$ cat config.mk
export PLATFORM = sky130hd
export DESIGN_NAME = ufbs_ctrl
export DESIGN_NICKNAME = d
export VERILOG_FILES = /design/src/rtl/ufbs_pkg.sv /design/src/rtl/ufbs_ctrl.sv
export SDC_FILE = /design/constraint.sdc
export NUM_CORES = 1
export LEC_CHECK = 0
export BUFFER_PORTS_ARGS = -buffer_cell sky130_fd_sc_hd__buf_2
export CAP_MARGIN = 10
export CORE_MARGIN = 4
export CORE_UTILIZATION = 45
export CTS_BUF_LIST = sky130_fd_sc_hd__clkbuf_8 sky130_fd_sc_hd__clkbuf_16
export CTS_CLUSTER_SIZE = 8
export DETAILED_ROUTE_END_ITERATION = 8
export HOLD_SLACK_MARGIN = 0.12
export PLACE_DENSITY_LB_ADDON = 0.25
export SYNTH_ARGS = -nofsm -noshare
export SYNTH_HDL_FRONTEND = slang
export SYNTH_SLANG_ARGS = --single-unit
$ cat constraint.sdc
create_clock -name clk -period 3.8 [get_ports clk]
set_input_delay 0.76 -clock clk [delete_from_list [all_inputs] [get_ports clk]]
set_output_delay 0.76 -clock clk [all_outputs]
set_load 0.02 [all_outputs]
$ cat src/rtl/ufbs_pkg.sv
// Shared types and codes for the union-find by size block.
package ufbs_pkg;

    // Width of an element index on the request and result ports
    localparam int FIELD_W = 10;
    localparam int MODE_W  = 2;

    // Request codes
    localparam logic [MODE_W-1:0] MODE_FIND  = 2'd0;
    localparam logic [MODE_W-1:0] MODE_JOIN  = 2'd1;
    localparam logic [MODE_W-1:0] MODE_CLEAR = 2'd2;

    // Sequencer states
    typedef enum logic [2:0] {
        S_CLEAR,
        S_IDLE,
        S_WALK,
        S_COMP,
        S_LINK,
        S_LINK2,
        S_DONE
    } ufbs_state_t;

    // Finished result of one transaction
    typedef struct packed {
        logic [FIELD_W-1:0] root;
        logic               merged;
    } ufbs_result_t;

    // Sequencer status toward the top level
    typedef struct packed {
        logic idle;
        logic clearing;
        logic done;
    } ufbs_status_t;

endpackage

$ cat src/rtl/ufbs_ctrl.sv
// Sequencer: root walks, path compression, link by size and clearing sweep.
module ufbs_ctrl #(
    parameter int ELEMENTS = 1024
) (
    input  logic                                  clk,
    input  logic                                  rst_n,
    input  logic                                  in_valid,
    input  logic [ufbs_pkg::MODE_W-1:0]           mode,
    input  logic [ufbs_pkg::FIELD_W-1:0]          first_element,
    input  logic [ufbs_pkg::FIELD_W-1:0]          second_element,
    input  logic                                  res_take,
    output ufbs_pkg::ufbs_result_t                result,
    output ufbs_pkg::ufbs_status_t                status,
    output logic                                  rd_en,
    output logic [$clog2(ELEMENTS)-1:0]           rd_addr,
    input  logic [$clog2(ELEMENTS+1):0]           rd_data,
    output logic                                  wr_en,
    output logic [$clog2(ELEMENTS)-1:0]           wr_addr,
    output logic [$clog2(ELEMENTS+1):0]           wr_data
);
    import ufbs_pkg::*;

    localparam int AW = $clog2(ELEMENTS);
    localparam int VW = $clog2(ELEMENTS + 1);
    localparam logic [AW-1:0] LAST = AW'(ELEMENTS - 1);

    ufbs_state_t   state_reg, state_next;
    logic [AW-1:0] cur_reg, cur_next;
    logic [AW-1:0] start_reg, start_next;
    logic [AW-1:0] root_reg, root_next;
    logic [VW-1:0] size_reg, size_next;
    logic [AW-1:0] x_reg, x_next;
    logic [VW-1:0] sx_reg, sx_next;
    logic [AW-1:0] y_reg, y_next;
    logic [VW-1:0] sy_reg, sy_next;
    logic [AW-1:0] b_reg, b_next;
    logic [AW-1:0] big_reg, big_next;
    logic [AW-1:0] small_reg, small_next;
    logic [AW-1:0] cnt_reg, cnt_next;
    logic          join_reg, join_next;
    logic          phase_reg, phase_next;
    logic          pend_reg, pend_next;
    ufbs_result_t  res_reg, res_next;

    logic          rd_is_root;
    logic [VW-1:0] rd_val;
    logic [AW-1:0] rd_par;
    logic          a_ok;
    logic          b_ok;
    logic          fin;
    logic [AW-1:0] fin_root;
    logic [VW-1:0] fin_size;

    assign rd_is_root = rd_data[VW];
    assign rd_val     = rd_data[VW-1:0];
    assign rd_par     = rd_data[AW-1:0];
    assign a_ok       = (32'(first_element) < 32'(ELEMENTS));
    assign b_ok       = (32'(second_element) < 32'(ELEMENTS));

    // State and working registers
    always_ff @(posedge clk or negedge rst_n)
    begin
        if (!rst_n)
        begin
            state_reg <= S_CLEAR;
            cnt_reg   <= '0;
            pend_reg  <= 1'b0;
            join_reg  <= 1'b0;
            phase_reg <= 1'b0;
        end
        else
        begin
            state_reg <= state_next;
            cnt_reg   <= cnt_next;
            pend_reg  <= pend_next;
            join_reg  <= join_next;
            phase_reg <= phase_next;
        end
    end

    // Payload registers
    always_ff @(posedge clk)
    begin
        cur_reg   <= cur_next;
        start_reg <= start_next;
        root_reg  <= root_next;
        size_reg  <= size_next;
        x_reg     <= x_next;
        sx_reg    <= sx_next;
        y_reg     <= y_next;
        sy_reg    <= sy_next;
        b_reg     <= b_next;
        big_reg   <= big_next;
        small_reg <= small_next;
        res_reg   <= res_next;
    end

    // Next state, memory accesses and results
    always_comb
    begin
        state_next = state_reg;
        cur_next   = cur_reg;
        start_next = start_reg;
        root_next  = root_reg;
        size_next  = size_reg;
        x_next     = x_reg;
        sx_next    = sx_reg;
        y_next     = y_reg;
        sy_next    = sy_reg;
        b_next     = b_reg;
        big_next   = big_reg;
        small_next = small_reg;
        cnt_next   = cnt_reg;
        join_next  = join_reg;
        phase_next = phase_reg;
        pend_next  = pend_reg;
        res_next   = res_reg;
        rd_en      = 1'b0;
        rd_addr    = cur_reg;
        wr_en      = 1'b0;
        wr_addr    = cur_reg;
        wr_data    = {1'b0, VW'(root_reg)};
        fin        = 1'b0;
        fin_root   = root_reg;
        fin_size   = size_reg;

        case (state_reg)
            S_CLEAR:
            begin
                // Sweep every entry back to a singleton
                wr_en   = 1'b1;
                wr_addr = cnt_reg;
                wr_data = {1'b1, VW'(1)};
                if (cnt_reg == LAST)
                begin
                    cnt_next   = '0;
                    pend_next  = 1'b0;
                    state_next = pend_reg ? S_DONE : S_IDLE;
                end
                else
                begin
                    cnt_next = cnt_reg + 1'b1;
                end
            end

            S_IDLE:
            begin
                if (in_valid)
                begin
                    res_next = '0;
                    case (mode)
                        MODE_FIND:
                        begin
                            if (a_ok)
                            begin
                                rd_en      = 1'b1;
                                rd_addr    = AW'(first_element);
                                cur_next   = AW'(first_element);
                                start_next = AW'(first_element);
                                join_next  = 1'b0;
                                phase_next = 1'b0;
                                state_next = S_WALK;
                            end
                            else
                            begin
                                res_next.root = first_element;
                                state_next    = S_DONE;
                            end
                        end
                        MODE_JOIN:
                        begin
                            if (a_ok && b_ok)
                            begin
                                rd_en      = 1'b1;
                                rd_addr    = AW'(first_element);
                                cur_next   = AW'(first_element);
                                start_next = AW'(first_element);
                                b_next     = AW'(second_element);
                                join_next  = 1'b1;
                                phase_next = 1'b0;
                                state_next = S_WALK;
                            end
                            else
                            begin
                                res_next.root = first_element;
                                state_next    = S_DONE;
                            end
                        end
                        MODE_CLEAR:
                        begin
                            cnt_next   = '0;
                            pend_next  = 1'b1;
                            state_next = S_CLEAR;
                        end
                        default:
                        begin
                            state_next = S_DONE;
                        end
                    endcase
                end
            end

            S_WALK:
            begin
                // Follow parent links until a root shows up
                if (rd_is_root)
                begin
                    if (cur_reg == start_reg)
                    begin
                        fin      = 1'b1;
                        fin_root = cur_reg;
                        fin_size = rd_val;
                    end
                    else
                    begin
                        root_next  = cur_reg;
                        size_next  = rd_val;
                        rd_en      = 1'b1;
                        rd_addr    = start_reg;
                        cur_next   = start_reg;
                        state_next = S_COMP;
                    end
                end
                else
                begin
                    rd_en    = 1'b1;
                    rd_addr  = rd_par;
                    cur_next = rd_par;
                end
            end

            S_COMP:
            begin
                // Repoint each entry on the path straight at the root
                if (rd_is_root)
                begin
                    fin = 1'b1;
                end
                else
                begin
                    wr_en    = 1'b1;
                    wr_addr  = cur_reg;
                    wr_data  = {1'b0, VW'(root_reg)};
                    rd_en    = 1'b1;
                    rd_addr  = rd_par;
                    cur_next = rd_par;
                end
            end

            S_LINK:
            begin
                // Grow the larger root, ties keep the first one
                wr_en         = 1'b1;
                wr_data       = {1'b1, VW'(sx_reg + sy_reg)};
                res_next.merged = 1'b1;
                if (sx_reg < sy_reg)
                begin
                    wr_addr       = y_reg;
                    big_next      = y_reg;
                    small_next    = x_reg;
                    res_next.root = FIELD_W'(y_reg);
                end
                else
                begin
                    wr_addr       = x_reg;
                    big_next      = x_reg;
                    small_next    = y_reg;
                    res_next.root = FIELD_W'(x_reg);
                end
                state_next = S_LINK2;
            end

            S_LINK2:
            begin
                // Hang the smaller root under the larger one
                wr_en      = 1'b1;
                wr_addr    = small_reg;
                wr_data    = {1'b0, VW'(big_reg)};
                state_next = S_DONE;
            end

            S_DONE:
            begin
                if (res_take)
                begin
                    state_next = S_IDLE;
                end
            end

            default:
            begin
                state_next = S_IDLE;
            end
        endcase

        // Wrap up a finished walk
        if (fin)
        begin
            if (!join_reg)
            begin
                res_next.root   = FIELD_W'(fin_root);
                res_next.merged = 1'b0;
                state_next      = S_DONE;
            end
            else if (!phase_reg)
            begin
                x_next     = fin_root;
                sx_next    = fin_size;
                phase_next = 1'b1;
                rd_en      = 1'b1;
                rd_addr    = b_reg;
                cur_next   = b_reg;
                start_next = b_reg;
                state_next = S_WALK;
            end
            else if (fin_root == x_reg)
            begin
                res_next.root   = FIELD_W'(x_reg);
                res_next.merged = 1'b0;
                state_next      = S_DONE;
            end
            else
            begin
                y_next     = fin_root;
                sy_next    = fin_size;
                state_next = S_LINK;
            end
        end
    end

    assign result          = res_reg;
    assign status.idle     = (state_reg == S_IDLE);
    assign status.clearing = (state_reg == S_CLEAR);
    assign status.done     = (state_reg == S_DONE);

endmodule

==> impl_metrics.yaml, run 1 <==
clock_network:
  clockRootBuffer: "clkbuf_16"
  cts_buffers: 17
  cts-hold-fix-buffers: 0
  cts_sinks: 140
  h-tree-depth: 4
  path_clk_slew_ps: 60
  clock_path_buffers: 2
  cts_tree: "done"
  clkLatencyLatePin_ps: 420
synth:
  synth_ff_type: "edfxtp_1"
  netlist_area_sq_mm: 0.007378
  ys_top_cells_by_area: "edfxtp_1 (38%), dfxtp_1 (8.4%), mux2_2 (5.6%), dfrtp_1 (5.4%), ha_1 (3.7%)"
  yosysUniqueCellTypes: 56
  yosys_warnings: 0
  synth_common_cells: "edfxtp_1 (93), nand2_1 (56), nor2_1 (54)"
  synth_top_area_share_pct: 37.85
  yosys.area.top_type: "edfxtp_1"
  synthCells: 688
  synth_edf_count: 93
  seq_area_frac_synth_pct: 51.69
  avgSynthCellArea_sq_um: 10.72
  synthesis.nets: 749
  ys_ff_latch: 140
  async_flop_share_pct: 11.43
  synth_most_common_cell: "edfxtp_1"
critical_path:
  r2r_cells: 9
  slowest_stage: "edfxtp_1"
  ff2ff_setup_slack_ps: 770
  worstPathArrival_ps: 2990
  cp-start-kind: "flop"
  cp_common_cell: "o211ai_1"
  timing_worst_setup_path_type: "flop to output pin"
  cp_cell_sequence: "ha_4 > nor2_1 > a21oi_1 > o21ai_2 > o21ai_4 > buf_12 > mux2_4 > o211ai_1 > o211ai_1 > buf_4"
  max_stage_delay_ps: 450
  worst-path-max-fanout: 6
  cp-end-kind: "output pin"
  cp_data_required_time_ps: 3040
die:
  rows: 46
  ios: 86
  start_util_pct: 46.11
  die_w_microns: 136.0
  core_sq_mm: 0.01600
  die_area_sq_mm: 0.01851
  die_h_microns: 136.0
timing:
  setup-violations-final: 0
  period_minus_slack_ps: 3748
  hold_viol_final: 0
  fin_crit_sh_pct: 98.63
  fmax_ghz: 0.2668
  skew_ps: 6.936
  setup_tns_ps: 0
  tightest_slew_ps: 877.1
  slew_headroom_pct: 41.41
  drv_slew: 0
route:
  via_count: 6011
  totalWireLength_microns: 21770
  vias_per_cell: 5.847
  highest_layer: "met4"
  drtIter0Drc: 585
  antenna_left: 0
  met2_length_microns: 10470
  wl_per_cell_microns: 21.18
  drc: 0
  met3_length_microns: 1408
  met1_length_microns: 9227
  dr.pass1.iters: 5
pwr:
  p_leak_nw: 3.608
  peakVddDrop_mv: 0.5865
  p_per_area_mw_per_mm2: 743.3
global_route:
  grt_pass1_wl_microns: 33730
  grt.total_usage_pct: 24.05
  grt-ovfl-total: 0
  grt_start_max_net_pins: 39
  grt_pass1_vias: 5803
  grt_antenna_before_repair: 0
cells_and_area:
  final_nets: 860
  regArea_sq_mm: 0.003816
  multi_input_area_sq_mm: 0.003397
  syn_to_final_growth_pct: 22.64
  antennaDiodeCount: 0
  fillers: 1417
  drive_gt1_share_pct: 28.08
  postLayoutCoreUtil_pct: 56.55
placement:
  dp_hpwl_microns: 15750
  gp_congestion: 0.8906
  portBuffers: 85
run_status:
  status: "finished, final reports clean"
run:
  max_cap_viol_count: 0
worst_hold_path:
  hold_path_class: "input pin to async pin"
logic make-up (layout without fill, tap and decap cells):
group	after synthesis	in the layout	share of synthesized area [%]
AND/OR/NAND/NOR	183	183	12.09
buffers and inverters	76	200	4.205
flip-flops	140	140	51.69
AO/OA/AOI/OAI	185	185	16.96
multiplexers	44	44	6.664
adder cells (fa/ha/maj)	23	23	4.002
XOR/XNOR	37	37	4.392
routing by layer:
layer,up-vias,GRT usage (%)
li1,2772,-
met2,254,38.72
met1,2932,32.07
met3,53,5.107
met5,-,0
met4,0,8.903
report_power, final:
group          switching [mW]  internal, mW  total (mW)
Sequential              0.342          2.01        2.35
Clock                   0.628          1.00        1.63
Combinational            1.74          1.01        2.74
layout make-up:
cell class / count / share of cell area, %
Inverter: 37 / 1.576
Clock inverter: 11 / 0.9817
Sequential cell: 140 / 42.17
Clock buffer: 21 / 5.559
Timing Repair Buffer: 131 / 9.181
Multi-Input combinational cell: 472 / 37.54
Tap cell: 216 / 2.987
cells in the final DEF (no fill, tap or decap), types with 5 or more instances in the layout:
cell type and n:
dfrtp_1 15, nor2b_1 8, a21oi_1 37, inv_1 35, a221oi_1 11, and3_1 8, clkbuf_16 20, a22o_1 5
ha_4 6, a31oi_1 11, o211ai_1 26, o21ai_0 25, dfxtp_1 30, nand2b_1 18, buf_4 45, xor2_1 24
nand2_1 56, mux2i_1 6, nor2_1 53, ha_1 16, buf_2 83, nand3_1 12, xnor2_1 13, edfxtp_1 93
o221ai_1 12, a22oi_1 30, mux2_2 35
what timing repair did:
action | 4_1_cts | 5_1_grt
buffers inserted | 2 | 12
resized for setup | 5 | 25
setup endpoints to repair | 10 | 18
pin swaps | 2 | 12
cloned | 1 | 1
metrics by stage:
| stage | instances | power (mW) | hold slack [ps] | instance area [sq um] | worst slack (ps) |
|---|---|---|---|---|---|
| final | 1028 | 6.726 | 248.5 | 9049 | 52.14 |
| after global routing | 1028 | 7.079 | 262.9 | 9049 | -64.63 |
| after CTS | 1015 | 6.671 | 247.0 | 8802 | 14.48 |
| after detailed placement | 980 | 5.031 | 478.1 | 8138 | 244.3 |
| after global placement | 980 | 4.990 | 466.7 | 8138 | 320.9 |
| after floorplan | 688 | 4.066 | 402.9 | 7378 | 53.07 |
worst max-delay path: cells and delay by family (launching register included):
family | cells | cell delay [ps]
AO/OA/AOI/OAI | 5 | 1090
flip-flops | 1 | 450
adder cells (fa/ha/maj) | 1 | 320
multiplexers | 1 | 310
buffers and inverters | 2 | 350
AND/OR/NAND/NOR | 1 | 50
path summary, 6_finish.rpt:
path	to	start
max	wr_addr[6]	sx_reg[6]
min	cnt_reg[4]	rst_n
max reg2reg	result[2]	cur_reg[9]
min reg2reg	start_reg[1]	start_reg[1]
max in group asynchronous	state_reg[0]	rst_n
min in group clk	start_reg[1]	start_reg[1]
Power figures use the tool's default switching activity.
==> run 2, diff against run 1 <==
Settings changed: MAX_ROUTING_LAYER from default to met4.
==> run 2 against run 1 <==
Register-to-register slack better by 60 ps. Combinational power about the same. Sequential power about the same. Power decreased by 0.73%. Critical path type unchanged.
==> impl_metrics.yaml, run 2 (same netlist as run 1, synthesis figures left out) <==
run_status:
  status: "finished, final reports clean"
die:
  rows: 46
  ios: 86
  die_area_sq_mm: 0.01851
  start_util_pct: 46.11
  die_w_microns: 136.0
  core_sq_mm: 0.01600
  die_h_microns: 136.0
route:
  met2_length_microns: 10370
  highest_layer: "met4"
  dr.pass1.iters: 5
  drc: 0
  met1_length_microns: 9326
  via_count: 5979
  wl_per_cell_microns: 21.19
  totalWireLength_microns: 21570
  antenna_left: 0
  met3_length_microns: 1339
  vias_per_cell: 5.873
  drtIter0Drc: 630
clock_network:
  cts_tree: "done"
  clockRootBuffer: "clkbuf_16"
  cts_buffers: 17
  cts-hold-fix-buffers: 0
  cts_sinks: 140
  path_clk_slew_ps: 60
  clock_path_buffers: 2
  h-tree-depth: 4
  clkLatencyLatePin_ps: 420
global_route:
  grt_start_max_net_pins: 39
  grt_pass1_vias: 5857
  grt_pass1_wl_microns: 33020
  grt_antenna_before_repair: 0
  grt-ovfl-total: 0
  grt.total_usage_pct: 24.19
timing:
  hold_slack_ps: 250.4
  slew_headroom_pct: 39.00
  period_minus_slack_ps: 3671
  hold_viol_final: 0
  tightest_slew_ps: 913.1
  grt_setup_unrepaired: "no"
  fin_crit_sh_pct: 96.61
  fmax_ghz: 0.2724
  setup-violations-final: 0
  drv_slew: 0
  skew_ps: 11.74
critical_path:
  worstPathArrival_ps: 2910
  cp-end-kind: "output pin"
  cp-start-kind: "flop"
  worst-path-max-fanout: 11
  timing_worst_setup_path_type: "flop to output pin"
  cp_data_required_time_ps: 3040
cells_and_area:
  fillers: 1445
  syn_to_final_growth_pct: 20.13
  final_nets: 850
  antennaDiodeCount: 0
  drive_gt1_share_pct: 26.06
  layout_common_cells: "edfxtp_1 (93), buf_2 (85), nand2_1 (56)"
  mostFrequentLayoutCell: "edfxtp_1"
  fin_area_sq_mm: 0.008864
placement:
  portBuffers: 85
  gp_congestion: 0.9207
  dpl_cell_area_sq_mm: 0.008138
  dp_hpwl_microns: 15710
pwr:
  p_per_area_mw_per_mm2: 753.3
  p_leak_nw: 3.522
  peakVddDrop_mv: 0.5703
worst_hold_path:
  hold_path_class: "input pin to async pin"
run:
  max_cap_viol_count: 0
==> run 2: metrics by stage <==
stage	setup TNS [ps]	power [mW]	cells	util, %	setup slack (ps)
global route	0	7.020	1018	55.40	2.196
floorplan	0	4.066	688	-	53.07
finish	0	6.677	1018	55.40	128.8
global placement	0	4.990	980	50.86	347.8
detailed placement	0	5.042	980	50.86	304.7
CTS	-5.255	6.665	1012	54.51	-5.255
==> run 2: path summary, 6_finish.rpt <==
kind,slack (ps),end,cells past startpoint,from
max in group asynchronous,3260,state_reg[0],1,rst_n
hold / removal,250,cnt_reg[0],1,rst_n
setup / recovery,130,wr_addr[6],10,sx_reg[2]
min in group clk,490,start_reg[2],2,start_reg[2]
hold reg to reg,490,start_reg[2],2,start_reg[2]
setup reg to reg,830,result[2],9,cur_reg[4]
==> run 2: per-layer routing <==
metal,track usage (%),vias up
li1,-,2747
met1,31.67,2918
met2,38.06,274
met3,3.701,40
met4,9.518,0
met5,-,-
==> run 2: cell type report <==
cell class	count	area, sq um	area share [%]
Tap cell	216	270.3	3.049
Clock buffer	19	452.9	5.110
Timing Repair Buffer	121	725.7	8.187
Multi-Input combinational cell	472	3328	37.55
Inverter	37	142.6	1.609
Clock inverter	13	126.4	1.426
Sequential cell	140	3817	43.07
==> run 2: repair_timing <==
action                                  CTS  global route
cloned                                    0             1
pin swaps                                 0             2
endpoints found under the setup margin   11            20
buffers inserted                          0             5
gates resized for setup                   3            11
==> run 2: worst max-delay path, stage by stage, from the launching register on <==
cell	delay, ps
edfxtp_1	440
ha_4	320
o21ai_0	80
a21oi_1	170
o21ai_2	120
o21ai_2	200
buf_12	170
mux2_2	360
o211ai_1	310
o211ai_1	140
buf_2	190
==> run 2: power breakdown <==
group	switching, mW	total [mW]	internal, mW
clock network	0.623	1.61	0.991
logic	1.73	2.71	0.977
registers	0.345	2.35	2.01
